### src/hdl/scta_pkg.sv
`timescale 1ns / 1ps

package scta_pkg;

    localparam int unsigned C_CHAR_W   = 7;
    localparam int unsigned C_CODE_W   = 8;
    localparam int unsigned C_KIND_W   = 2;
    localparam int unsigned C_MAP_SIZE = 58;

    localparam logic [C_KIND_W-1:0] C_KIND_SCAN  = 2'd0;
    localparam logic [C_KIND_W-1:0] C_KIND_POP   = 2'd1;
    localparam logic [C_KIND_W-1:0] C_KIND_CLEAR = 2'd2;

    localparam logic [C_CODE_W-1:0] C_LSHIFT_MAKE  = 8'h2A;
    localparam logic [C_CODE_W-1:0] C_RSHIFT_MAKE  = 8'h36;
    localparam logic [C_CODE_W-1:0] C_LSHIFT_BREAK = 8'hAA;
    localparam logic [C_CODE_W-1:0] C_RSHIFT_BREAK = 8'hB6;
    localparam logic [C_CODE_W-1:0] C_CAPS_MAKE    = 8'h3A;
    localparam logic [C_CHAR_W-1:0] C_CASE_BIT     = 7'h20;

    localparam logic [C_CHAR_W-1:0] C_MAP_PLAIN [0:C_MAP_SIZE-1] = '{
        7'h00, 7'h00, 7'h31, 7'h32, 7'h33, 7'h34, 7'h35, 7'h36, 7'h37, 7'h38,
        7'h39, 7'h30, 7'h2D, 7'h3D, 7'h08, 7'h09, 7'h71, 7'h77, 7'h65, 7'h72,
        7'h74, 7'h79, 7'h75, 7'h69, 7'h6F, 7'h70, 7'h5B, 7'h5D, 7'h0A, 7'h00,
        7'h61, 7'h73, 7'h64, 7'h66, 7'h67, 7'h68, 7'h6A, 7'h6B, 7'h6C, 7'h3B,
        7'h27, 7'h60, 7'h00, 7'h5C, 7'h7A, 7'h78, 7'h63, 7'h76, 7'h62, 7'h6E,
        7'h6D, 7'h2C, 7'h2E, 7'h2F, 7'h00, 7'h2A, 7'h00, 7'h20
    };

    localparam logic [C_CHAR_W-1:0] C_MAP_SHIFT [0:C_MAP_SIZE-1] = '{
        7'h00, 7'h00, 7'h21, 7'h40, 7'h23, 7'h24, 7'h25, 7'h5E, 7'h26, 7'h2A,
        7'h28, 7'h29, 7'h5F, 7'h2B, 7'h08, 7'h09, 7'h51, 7'h57, 7'h45, 7'h52,
        7'h54, 7'h59, 7'h55, 7'h49, 7'h4F, 7'h50, 7'h7B, 7'h7D, 7'h0A, 7'h00,
        7'h41, 7'h53, 7'h44, 7'h46, 7'h47, 7'h48, 7'h4A, 7'h4B, 7'h4C, 7'h3A,
        7'h22, 7'h7E, 7'h00, 7'h7C, 7'h5A, 7'h58, 7'h43, 7'h56, 7'h42, 7'h4E,
        7'h4D, 7'h3C, 7'h3E, 7'h3F, 7'h00, 7'h2A, 7'h00, 7'h20
    };

    typedef enum logic [1:0] {
        OP_NONE,
        OP_PUSH,
        OP_POP,
        OP_CLEAR
    } t_op;

    typedef struct packed {
        t_op                 op;
        logic [C_CHAR_W-1:0] ch;
    } t_cmd;

endpackage

### src/hdl/scta_ram.sv
`timescale 1ns / 1ps

module scta_ram #(
    parameter int unsigned WIDTH = 8,
    parameter int unsigned DEPTH = 16
) (
    input  logic                       i_clk,
    input  logic                       i_we,
    input  logic [$clog2(DEPTH)-1:0]   i_waddr,
    input  logic [WIDTH-1:0]           i_wdata,
    input  logic                       i_re,
    input  logic [$clog2(DEPTH)-1:0]   i_raddr,
    output logic [WIDTH-1:0]           o_rdata
);

    logic [WIDTH-1:0] r_mem [0:DEPTH-1];
    logic [WIDTH-1:0] r_rdata;

    always_ff @(posedge i_clk) begin
        if (i_we) begin
            r_mem[i_waddr] <= i_wdata;
        end
        if (i_re) begin
            r_rdata <= r_mem[i_raddr];
        end
    end

    assign o_rdata = r_rdata;

endmodule

### src/hdl/scta_front.sv
`timescale 1ns / 1ps

module scta_front (
    input  logic                           i_clk,
    input  logic                           i_rst_n,
    input  logic                           i_in_valid,
    output logic                           o_in_ready,
    input  logic [scta_pkg::C_KIND_W-1:0]  i_kind,
    input  logic [scta_pkg::C_CODE_W-1:0]  i_scan_code,
    input  logic                           i_q_full,
    output logic                           o_q_push,
    output scta_pkg::t_cmd                 o_q_cmd
);
    import scta_pkg::*;

    logic                r_shift_held;
    logic                r_caps_on;
    logic                n_shift_held;
    logic                n_caps_on;
    logic                accept;
    logic [C_CHAR_W-1:0] map_char;
    logic [C_CHAR_W-1:0] dec_char;
    logic                is_letter;
    logic [5:0]          map_idx;

    assign o_in_ready = !i_q_full;
    assign accept     = i_in_valid && o_in_ready;
    assign o_q_push   = accept;

    // Codes above the table are filtered below, so only the low six bits index it.
    assign map_idx = i_scan_code[5:0];

    always_comb begin
        map_char = '0;
        if (i_scan_code < C_CODE_W'(C_MAP_SIZE)) begin
            map_char = r_shift_held ? C_MAP_SHIFT[map_idx] : C_MAP_PLAIN[map_idx];
        end
        is_letter = (map_char >= 7'h61 && map_char <= 7'h7A) ||
                    (map_char >= 7'h41 && map_char <= 7'h5A);
        dec_char  = (r_caps_on && is_letter) ? (map_char ^ C_CASE_BIT) : map_char;
    end

    always_comb begin
        n_shift_held = r_shift_held;
        n_caps_on    = r_caps_on;
        o_q_cmd.op   = OP_NONE;
        o_q_cmd.ch   = dec_char;
        unique case (i_kind)
            C_KIND_SCAN: begin
                if (i_scan_code == C_LSHIFT_MAKE || i_scan_code == C_RSHIFT_MAKE) begin
                    n_shift_held = 1'b1;
                end else if (i_scan_code == C_LSHIFT_BREAK ||
                             i_scan_code == C_RSHIFT_BREAK) begin
                    n_shift_held = 1'b0;
                end else if (i_scan_code == C_CAPS_MAKE) begin
                    n_caps_on = !r_caps_on;
                end else if (dec_char != '0) begin
                    o_q_cmd.op = OP_PUSH;
                end
            end
            C_KIND_POP:   o_q_cmd.op = OP_POP;
            C_KIND_CLEAR: o_q_cmd.op = OP_CLEAR;
            default:      o_q_cmd.op = OP_NONE;
        endcase
    end

    always_ff @(posedge i_clk) begin
        if (!i_rst_n) begin
            r_shift_held <= 1'b0;
            r_caps_on    <= 1'b0;
        end else if (accept) begin
            r_shift_held <= n_shift_held;
            r_caps_on    <= n_caps_on;
        end
    end

endmodule

### src/hdl/scta_queue.sv
`timescale 1ns / 1ps

module scta_queue (
    input  logic           i_clk,
    input  logic           i_rst_n,
    input  logic           i_push,
    input  scta_pkg::t_cmd i_cmd,
    output logic           o_full,
    output logic           o_valid,
    input  logic           i_pop,
    output scta_pkg::t_cmd o_cmd
);
    import scta_pkg::*;

    t_cmd       r_entry [0:1];
    logic       r_wr_idx;
    logic       r_rd_idx;
    logic [1:0] r_count;

    assign o_full  = (r_count == 2'd2);
    assign o_valid = (r_count != 2'd0);
    assign o_cmd   = r_entry[r_rd_idx];

    always_ff @(posedge i_clk) begin
        if (i_push) begin
            r_entry[r_wr_idx] <= i_cmd;
        end
    end

    always_ff @(posedge i_clk) begin
        if (!i_rst_n) begin
            r_wr_idx <= 1'b0;
            r_rd_idx <= 1'b0;
            r_count  <= 2'd0;
        end else begin
            if (i_push) begin
                r_wr_idx <= !r_wr_idx;
            end
            if (i_pop) begin
                r_rd_idx <= !r_rd_idx;
            end
            unique case ({i_push, i_pop})
                2'b10:   r_count <= r_count + 2'd1;
                2'b01:   r_count <= r_count - 2'd1;
                default: r_count <= r_count;
            endcase
        end
    end

endmodule

### src/hdl/scta_back.sv
`timescale 1ns / 1ps

module scta_back #(
    parameter int unsigned DEPTH = 16
) (
    input  logic                           i_clk,
    input  logic                           i_rst_n,
    input  logic                           i_q_valid,
    input  scta_pkg::t_cmd                 i_q_cmd,
    output logic                           o_q_pop,
    output logic                           o_out_valid,
    input  logic                           i_out_ready,
    output logic [scta_pkg::C_CHAR_W-1:0]  o_read_char,
    output logic                           o_char_valid,
    output logic                           o_buffer_not_empty,
    output logic                           o_dropped
);
    import scta_pkg::*;

    localparam int unsigned AW = $clog2(DEPTH);

    logic [AW-1:0]       r_rd_ptr;
    logic [AW-1:0]       r_wr_ptr;
    logic [AW-1:0]       n_rd_ptr;
    logic [AW-1:0]       n_wr_ptr;
    logic [AW-1:0]       wr_next;
    logic [AW-1:0]       rd_next;
    logic                r_out_valid;
    logic                r_char_valid;
    logic                r_not_empty;
    logic                r_dropped;
    logic                n_char_valid;
    logic                n_dropped;
    logic                advance;
    logic                ram_we;
    logic                ram_re;
    logic [C_CHAR_W-1:0] ram_rdata;

    assign advance = i_q_valid && (!r_out_valid || i_out_ready);
    assign o_q_pop = advance;

    assign wr_next = (r_wr_ptr == AW'(DEPTH - 1)) ? '0 : r_wr_ptr + AW'(1);
    assign rd_next = (r_rd_ptr == AW'(DEPTH - 1)) ? '0 : r_rd_ptr + AW'(1);

    always_comb begin
        n_rd_ptr     = r_rd_ptr;
        n_wr_ptr     = r_wr_ptr;
        n_char_valid = 1'b0;
        n_dropped    = 1'b0;
        ram_we       = 1'b0;
        ram_re       = 1'b0;
        if (advance) begin
            unique case (i_q_cmd.op)
                OP_PUSH: begin
                    if (wr_next == r_rd_ptr) begin
                        n_dropped = 1'b1;
                    end else begin
                        ram_we   = 1'b1;
                        n_wr_ptr = wr_next;
                    end
                end
                OP_POP: begin
                    if (r_rd_ptr != r_wr_ptr) begin
                        ram_re       = 1'b1;
                        n_char_valid = 1'b1;
                        n_rd_ptr     = rd_next;
                    end
                end
                OP_CLEAR: begin
                    n_rd_ptr = '0;
                    n_wr_ptr = '0;
                end
                default: begin
                end
            endcase
        end
    end

    scta_ram #(
        .WIDTH (C_CHAR_W),
        .DEPTH (DEPTH)
    ) u_store (
        .i_clk   (i_clk),
        .i_we    (ram_we),
        .i_waddr (r_wr_ptr),
        .i_wdata (i_q_cmd.ch),
        .i_re    (ram_re),
        .i_raddr (r_rd_ptr),
        .o_rdata (ram_rdata)
    );

    always_ff @(posedge i_clk) begin
        if (!i_rst_n) begin
            r_rd_ptr     <= '0;
            r_wr_ptr     <= '0;
            r_out_valid  <= 1'b0;
            r_char_valid <= 1'b0;
            r_not_empty  <= 1'b0;
            r_dropped    <= 1'b0;
        end else begin
            r_rd_ptr <= n_rd_ptr;
            r_wr_ptr <= n_wr_ptr;
            if (advance) begin
                r_out_valid  <= 1'b1;
                r_char_valid <= n_char_valid;
                r_not_empty  <= (n_rd_ptr != n_wr_ptr);
                r_dropped    <= n_dropped;
            end else if (i_out_ready) begin
                r_out_valid <= 1'b0;
            end
        end
    end

    // The store's read register only loads on a pop that is moving into the output stage.
    assign o_out_valid        = r_out_valid;
    assign o_read_char        = r_char_valid ? ram_rdata : '0;
    assign o_char_valid       = r_char_valid;
    assign o_buffer_not_empty = r_not_empty;
    assign o_dropped          = r_dropped;

endmodule

### src/hdl/scancode_to_ascii_fifo.sv
`timescale 1ns / 1ps

// Set-1 scancode decoder with a US layout and a character ring buffer that holds
// DEPTH-1 characters. Each input transaction is a scancode, a pop or a clear, and
// each one yields exactly one output transaction. The block takes one transaction
// per cycle while the output is not stalled, since each command makes at most one
// access to the character store, which has separate write and read ports. An
// accepted input passes through the command queue and the output register. A
// two-entry command queue separates the decode side from the buffer side, so a
// stalled output still lets two further inputs in. Shift and caps lock state is kept
// across clears; a full buffer drops the character and flags it on that result.
module scancode_to_ascii_fifo #(
    parameter int unsigned DEPTH = 16
) (
    input  logic                           i_clk,
    input  logic                           i_rst_n,
    input  logic                           i_in_valid,
    output logic                           o_in_ready,
    input  logic [scta_pkg::C_KIND_W-1:0]  i_kind,
    input  logic [scta_pkg::C_CODE_W-1:0]  i_scan_code,
    output logic                           o_out_valid,
    input  logic                           i_out_ready,
    output logic [scta_pkg::C_CHAR_W-1:0]  o_read_char,
    output logic                           o_char_valid,
    output logic                           o_buffer_not_empty,
    output logic                           o_dropped
);
    import scta_pkg::*;

    logic q_push;
    logic q_full;
    logic q_valid;
    logic q_pop;
    t_cmd front_cmd;
    t_cmd back_cmd;

    scta_front u_front (
        .i_clk       (i_clk),
        .i_rst_n     (i_rst_n),
        .i_in_valid  (i_in_valid),
        .o_in_ready  (o_in_ready),
        .i_kind      (i_kind),
        .i_scan_code (i_scan_code),
        .i_q_full    (q_full),
        .o_q_push    (q_push),
        .o_q_cmd     (front_cmd)
    );

    scta_queue u_queue (
        .i_clk   (i_clk),
        .i_rst_n (i_rst_n),
        .i_push  (q_push),
        .i_cmd   (front_cmd),
        .o_full  (q_full),
        .o_valid (q_valid),
        .i_pop   (q_pop),
        .o_cmd   (back_cmd)
    );

    scta_back #(
        .DEPTH (DEPTH)
    ) u_back (
        .i_clk              (i_clk),
        .i_rst_n            (i_rst_n),
        .i_q_valid          (q_valid),
        .i_q_cmd            (back_cmd),
        .o_q_pop            (q_pop),
        .o_out_valid        (o_out_valid),
        .i_out_ready        (i_out_ready),
        .o_read_char        (o_read_char),
        .o_char_valid       (o_char_valid),
        .o_buffer_not_empty (o_buffer_not_empty),
        .o_dropped          (o_dropped)
    );

endmodule

### config.mk
export PLATFORM = sky130hd
export DESIGN_NAME = scancode_to_ascii_fifo
export DESIGN_NICKNAME = d
export VERILOG_FILES = /design/src/hdl/scta_pkg.sv /design/src/hdl/scta_ram.sv /design/src/hdl/scta_front.sv /design/src/hdl/scta_queue.sv /design/src/hdl/scta_back.sv /design/src/hdl/scancode_to_ascii_fifo.sv
export SDC_FILE = /design/constraint.sdc
export NUM_CORES = 1
export LEC_CHECK = 0
export ABC_CLOCK_PERIOD_IN_PS = 3100
export BUFFER_PORTS_ARGS = -buffer_cell sky130_fd_sc_hd__buf_2
export CORE_ASPECT_RATIO = 0.6
export CORE_MARGIN = 2
export CORE_UTILIZATION = 50
export DETAILED_ROUTE_END_ITERATION = 8
export GPL_ROUTABILITY_DRIVEN = 0
export PLACE_DENSITY = 0.69
export SLEW_MARGIN = 5
export SYNTH_ARGS = -nofsm -noshare
export SYNTH_HDL_FRONTEND = slang
export SYNTH_SLANG_ARGS = --single-unit
### constraint.sdc
create_clock -name i_clk -period 3.1 [get_ports i_clk]
set_input_delay 0.31 -clock i_clk [delete_from_list [all_inputs] [get_ports i_clk]]
set_output_delay 0.31 -clock i_clk [all_outputs]
set_load 0.01 [all_outputs]
Yosys cells after proc, flatten, opt, wreduce, memory -nomap -nowiden:

Memory sizes are Yosys's and may differ from the RTL's. A register that Yosys moved wholly into a read port is not among the register bits.
Cells that the tools add are included.

* add/subtract/negate cells: 4
* magnitude comparators: 6
* equal/unequal tests: 18
* mux-type cells: 40
* bitwise gates (word level): 4
* reductions and logical operators: 22

Operators with widths (count)
* $mux 7: 7
* $eq 8x6->1 const B: 3
* $mux 4: 6
* $ge 7x7->1 const B: 3
* $mux 1: 19
* $eq 8x8->1 const B: 2
* $pmux 4 s2: 2
* $le 7x7->1 const B: 2
* $eq 2x2->1 const B: 5
* $add 4x1->4 const B: 2
* $eq 4x4->1 const B: 2
* $lt 8x6->1 const B: 1
* $ne 4x4->1: 2
* $reduce_bool 2->1: 4
* $not 6->7: 1
* $reduce_bool 7->1: 1
* $eq 2x1->1 const B: 3
* $mux 2: 3
* $mux 6: 1
* $pmux 2 s3: 1
* $logic_and 1x1->1: 5
* $logic_not 1->1: 5
* $reduce_and 5->1: 1
* $eq 4x4->1: 1
* 7 further kinds: 12

* bits in registers: 18
* RAM bits: 130
* bits in read-only memories: 896
* input bits: 14
* logic and storage cells: 109
* memories: 4

Memory list
* (name not given): words 64, width 7, rd ports 1, clocked after Yosys merged registers in 0, wr ports 0, line scta_front.sv:36 `map_char = r_shift_held ? C_MAP_SHIFT[map_idx] : C_MAP_PLAIN[map_idx];`
* (name not given): words 64, width 7, rd ports 1, clocked after Yosys merged registers in 0, wr ports 0, line scta_front.sv:36
* u_back.u_store.r_mem: words 16, width 7, rd ports 1, clocked after Yosys merged registers in 1, wr ports 1, line scta_ram.sv:16 `logic [WIDTH-1:0] r_mem [0:DEPTH-1];`
* u_queue.r_entry: words 2, width 9, rd ports 1, clocked after Yosys merged registers in 1, wr ports 1, line scta_queue.sv:15 `t_cmd r_entry [0:1];`

Longest topological paths before layout:

* depth in word-level cells: 17
* gate-level depth with buffers: 12
* mapped depth without buffers: 10

Cells and area by module:

From an unflattened synthesis, not the netlist that was laid out.

* cells, all modules: 581
* area total of the unflattened synthesis: 7961.4 um^2

Modules (own cells, without submodules)
* scta_ram: instances 1, cells an instance 203, area an instance 4600.7 um^2, seq. area each 3573.4 um^2
* scta_front: instances 1, cells an instance 203, area an instance 1425.1 um^2, seq. area each 40.0 um^2
* scta_back: instances 1, cells an instance 125, area an instance 1069.8 um^2, seq. area each 240.2 um^2
* scta_queue: instances 1, cells an instance 50, area an instance 865.8 um^2, seq. area each 640.6 um^2

Worst setup path after synthesis:

OpenSTA, ideal clock, no wires.

* path type: in2reg
* start: input i_scan_code[1] (netlist bit)
* end: memory u_queue.r_entry[0][7] (netlist bit) (data pin)
* setup time: 0.263 ns
* arrival time: 2.730 ns
* data required time: 2.837 ns
* slack: 0.108 ns
* cell stages on the path: 12
* path through: buf_2 > buf_2 > inv_1 > ha_1 > or2_2 > a21oi_1 > a221oi_1 > o32ai_1 > nor4b_1 > and3_1 > a21oi_1 > o31a_1

RTL lines
* start, declared: line scancode_to_ascii_fifo.sv:20 `input logic [scta_pkg::C_CODE_W-1:0] i_scan_code,`
* end, declared: line scta_queue.sv:15

Final worst setup path:

* start: register u_back.r_wr_ptr[1]
* end: memory u_back.u_store.r_mem[15][3] (netlist bit), enable pin

* word-level cells in the longest chain between the ends: 8
* elaborated cells on any way between the ends: 9

Ends and longest elaborated chain
* start, declared: line scta_back.sv:23 `logic [AW-1:0] r_wr_ptr;`
* start signal, assigned: line scta_back.sv:102 `r_wr_ptr <= n_wr_ptr;`
* $add 4x1->4 or $eq 4x4->1 (tied branches): line scta_back.sv:42 `assign wr_next = (r_wr_ptr == AW'(DEPTH - 1)) ? '0 : r_wr_ptr + AW'(1);`
* $mux 4: line scta_back.sv:42
* $eq 4x4->1: line scta_back.sv:55 `if (wr_next == r_rd_ptr) begin`
* $mux 1: line scta_back.sv:55
* $mux 1: line scta_back.sv:53 `unique case (i_q_cmd.op)`
* $mux 1: line scta_back.sv:52 `if (advance) begin`
* $mux 1: line scta_ram.sv:20 `if (i_we) begin`
* $mux 1 (not written as such): line scta_ram.sv:21 `r_mem[i_waddr] <= i_wdata;`
* end, declared: line scta_ram.sv:16

Several ways; a longest one is shown, not always the timed one.

==> reports/metrics.yaml <==
timing:
  max_slew_margin: 0.345
  finalSetupTns_ns: 0
  fin_crit_sh: 0.936
  final.min_clock_period_ns: 2.90
  final-hold-violation-count: 0
  maxSlewViolCount: 0
  hold_slack_ns: 0.225
  finClkSkew_ns: 0.00782
  rsz0062_at_grt: "false"
  setup_viol: 0
  tightest_slew_ns: 0.979
  max_freq_ghz: 0.345
outcome:
  status: "completed"
critical_path:
  crit_type: "reg -> reg"
  cp_data_required_time_ns: 3.15
  cp-end-kind: "register"
  crit_path_max_fanout: 7
  rrSetupSlack_ns: 0.20
  crit_path_start_kind: "register"
  cp.arrival_ns: 2.96
clocking:
  htreeDepth: 4
  cts_buffers: 17
  cts_tree: "yes"
  postCtsSetupBuffers: 0
  clk_path_buf_depth: 2
  cts_sinks: 156
  cts.reportedPaths.clkPinSlew_ns: 0.07
  root_buffer: "clkbuf_16"
  clk_latency_ns: 0.42
placed_design:
  place_area_um2: 8190
  dp.cells: 768
  hpwlAfterDp_mm: 12.1
  port_buffers: 25
pwr:
  p_leak_nw: 3.01
  p_per_area_nw_per_um2: 639
  peakVddDrop_mv: 0.464
  power_mw: 5.62
logic_synthesis:
  ys_seq_elements: 156
  yosysWarnings: 0
  synth_area_um2: 7760
  yosys.cell_count.top_type: "edfxtp_1"
  synth_edf_count: 137
  netlist-cell-type-count: 81
  yosys.area.top_type_share: 0.530
  yosysTopAreaCell: "edfxtp_1"
  yosys-top-cells-area: "edfxtp_1, mux4_2, dfxtp_1, ha_1, and2_1"
  ys_seq_area_frac: 0.579
  synthFlopType: "edfxtp_1"
  ys_async_sr_fraction: 0
  synth_area_per_cell_um2: 14.2
  synth_commonest_cells: "edfxtp_1, mux4_2, a21oi_1"
  synthCells: 547
  syn_nets: 580
floorplanning:
  dieArea_um2: 16600
  rows: 35
  core_um2: 15300
  die_h_um: 101
  start_util: 0.508
  die_w_um: 165
  ioPinCount: 26
routing:
  drt_iter0_markers: 566
  first_pass_iters: 5
  viasPerCell: 6.16
  routed_wl_mm: 17.2
  ant_nets: 0
  wl_per_cell_um: 21.5
  vias: 4931
  drc: 0
cells_and_area:
  syn2layout_area_growth_pct: 13.3
  final_cell_count_no_fill: 800
  num-nets-final: 617
  fin_area_um2: 8790
  post_route_cells_drive_above_1_share: 0.256
  diodes: 0
global_route:
  grtUsageTotal: 0.223
  grt_start_max_net_pins: 51
  grt_pass1_wl_mm: 27.0
  grt_antenna_before_repair: 0
  grt_pass1_vias: 4839
  grt.overflow.total: 0
worst_hold_path:
  min_path_type: "in -> reg"
job:
  drv_cap: 0
worst paths after layout:
check / start / to / cells after the start
hold / removal: i_scan_code[7] / u_front.r_shift_held$_SDFFE_PN0P_ / 3
setup reg to reg: u_back.r_wr_ptr[1]$_SDFF_PN0_ / u_back.u_store.r_mem[15][3]$_DFFE_PP_ / 7
setup / recovery: u_back.r_wr_ptr[1]$_SDFF_PN0_ / u_back.u_store.r_mem[15][3]$_DFFE_PP_ / 7
hold reg to reg: u_front.r_caps_on$_SDFFE_PN0P_ / u_front.r_caps_on$_SDFFE_PN0P_ / 2
final cells by class:
cell class                 instances  area (µm²)
fill                            1214        6490
sequential                       156        4500
multi-input combinational        343        3030
clock buffer                      17         425
timing repair buffer              51         358
tap                              203         254
clock inverter                    15         175
inverter                          15        61.3
kinds of logic (layout without fill, tap and decap cells):
group,count (synthesis),in the layout,synth area share
AOI/OAI and AO/OA,117,117,0.109
muxes,55,55,0.132
DFF,156,156,0.579
xor gates and xnor gates,16,16,0.0181
buffers and inverters,48,98,0.0319
adders and majority gates,19,19,0.0306
and+or+nand+nor,136,136,0.0988
layer usage:
metal	track usage	up-vias	share of wire
met2	0.306	230	0.42
met3	0.0683	13	0.092
met4	0.0589	0	0.0085
li1	-	2231	-
met1	0.343	2457	0.48
met5	0	-	0
critical path: stages, from the launching register on:
cell and delay (ns):
dfxtp_1 0.45, ha_1 0.37, inv_6 0.07, a311oi_2 0.34
xnor2_1 0.32, o211a_1 0.31, and3_2 0.22, and2_1 0.46
placed cells by master (no fill, tap or decap), types with 4 or more instances in the layout:
cell type	count
o21a_1	5
a211oi_1	5
nand2b_1	12
nand2_1	24
inv_6	6
nor4b_1	5
a31oi_1	6
inv_1	11
mux2_2	12
nor2_1	20
dfxtp_1	18
a21oi_1	26
and3_1	7
buf_2	25
nor2b_1	5
edfxtp_1	137
o21ai_1	4
mux4_2	37
xnor2_1	14
mux2i_1	6
ha_1	19
o311ai_0	4
o21ai_0	17
clkbuf_16	17
o211ai_1	5
buf_4	23
inv_8	4
and2_2	5
nand3_1	13
and2_1	21
through the flow:
step	util	setup WS, ns
finish	0.575	0.199
global route	0.575	0.00478
CTS	0.575	0.163
detailed placement	0.536	0.164
global placement	0.536	0.228
floorplan	-	0.108
power breakdown:
part | internal (mW) | switching, mW
Sequential | 2.54 | 0.0628
Combinational | 0.345 | 0.567
Clock | 1.22 | 0.888
Total | 4.11 | 1.52
flip-flops by register name, indices dropped and copies added, names as in the netlist, named ones only:
signal / count
u_back.o_buffer_not_empty: 1
u_back.o_char_valid: 1
u_back.o_dropped: 1
u_back.o_out_valid: 1
u_back.r_rd_ptr: 4
u_back.r_wr_ptr: 4
u_back.u_store.o_rdata: 7
u_back.u_store.r_mem: 112
u_front.r_caps_on: 1
u_front.r_shift_held: 1
u_queue.r_count: 2
u_queue.r_entry: 18
u_queue.r_rd_idx: 1
u_queue.r_wr_idx: 1
repair_timing:
| item | in CTS | in global routing |
|---|---|---|
| setup endpoints to repair | 0 | 28 |
| gates resized for setup | 0 | 4 |
| hold buffers | 0 | 0 |
Note: power is estimated with default switching activity, not from simulation.
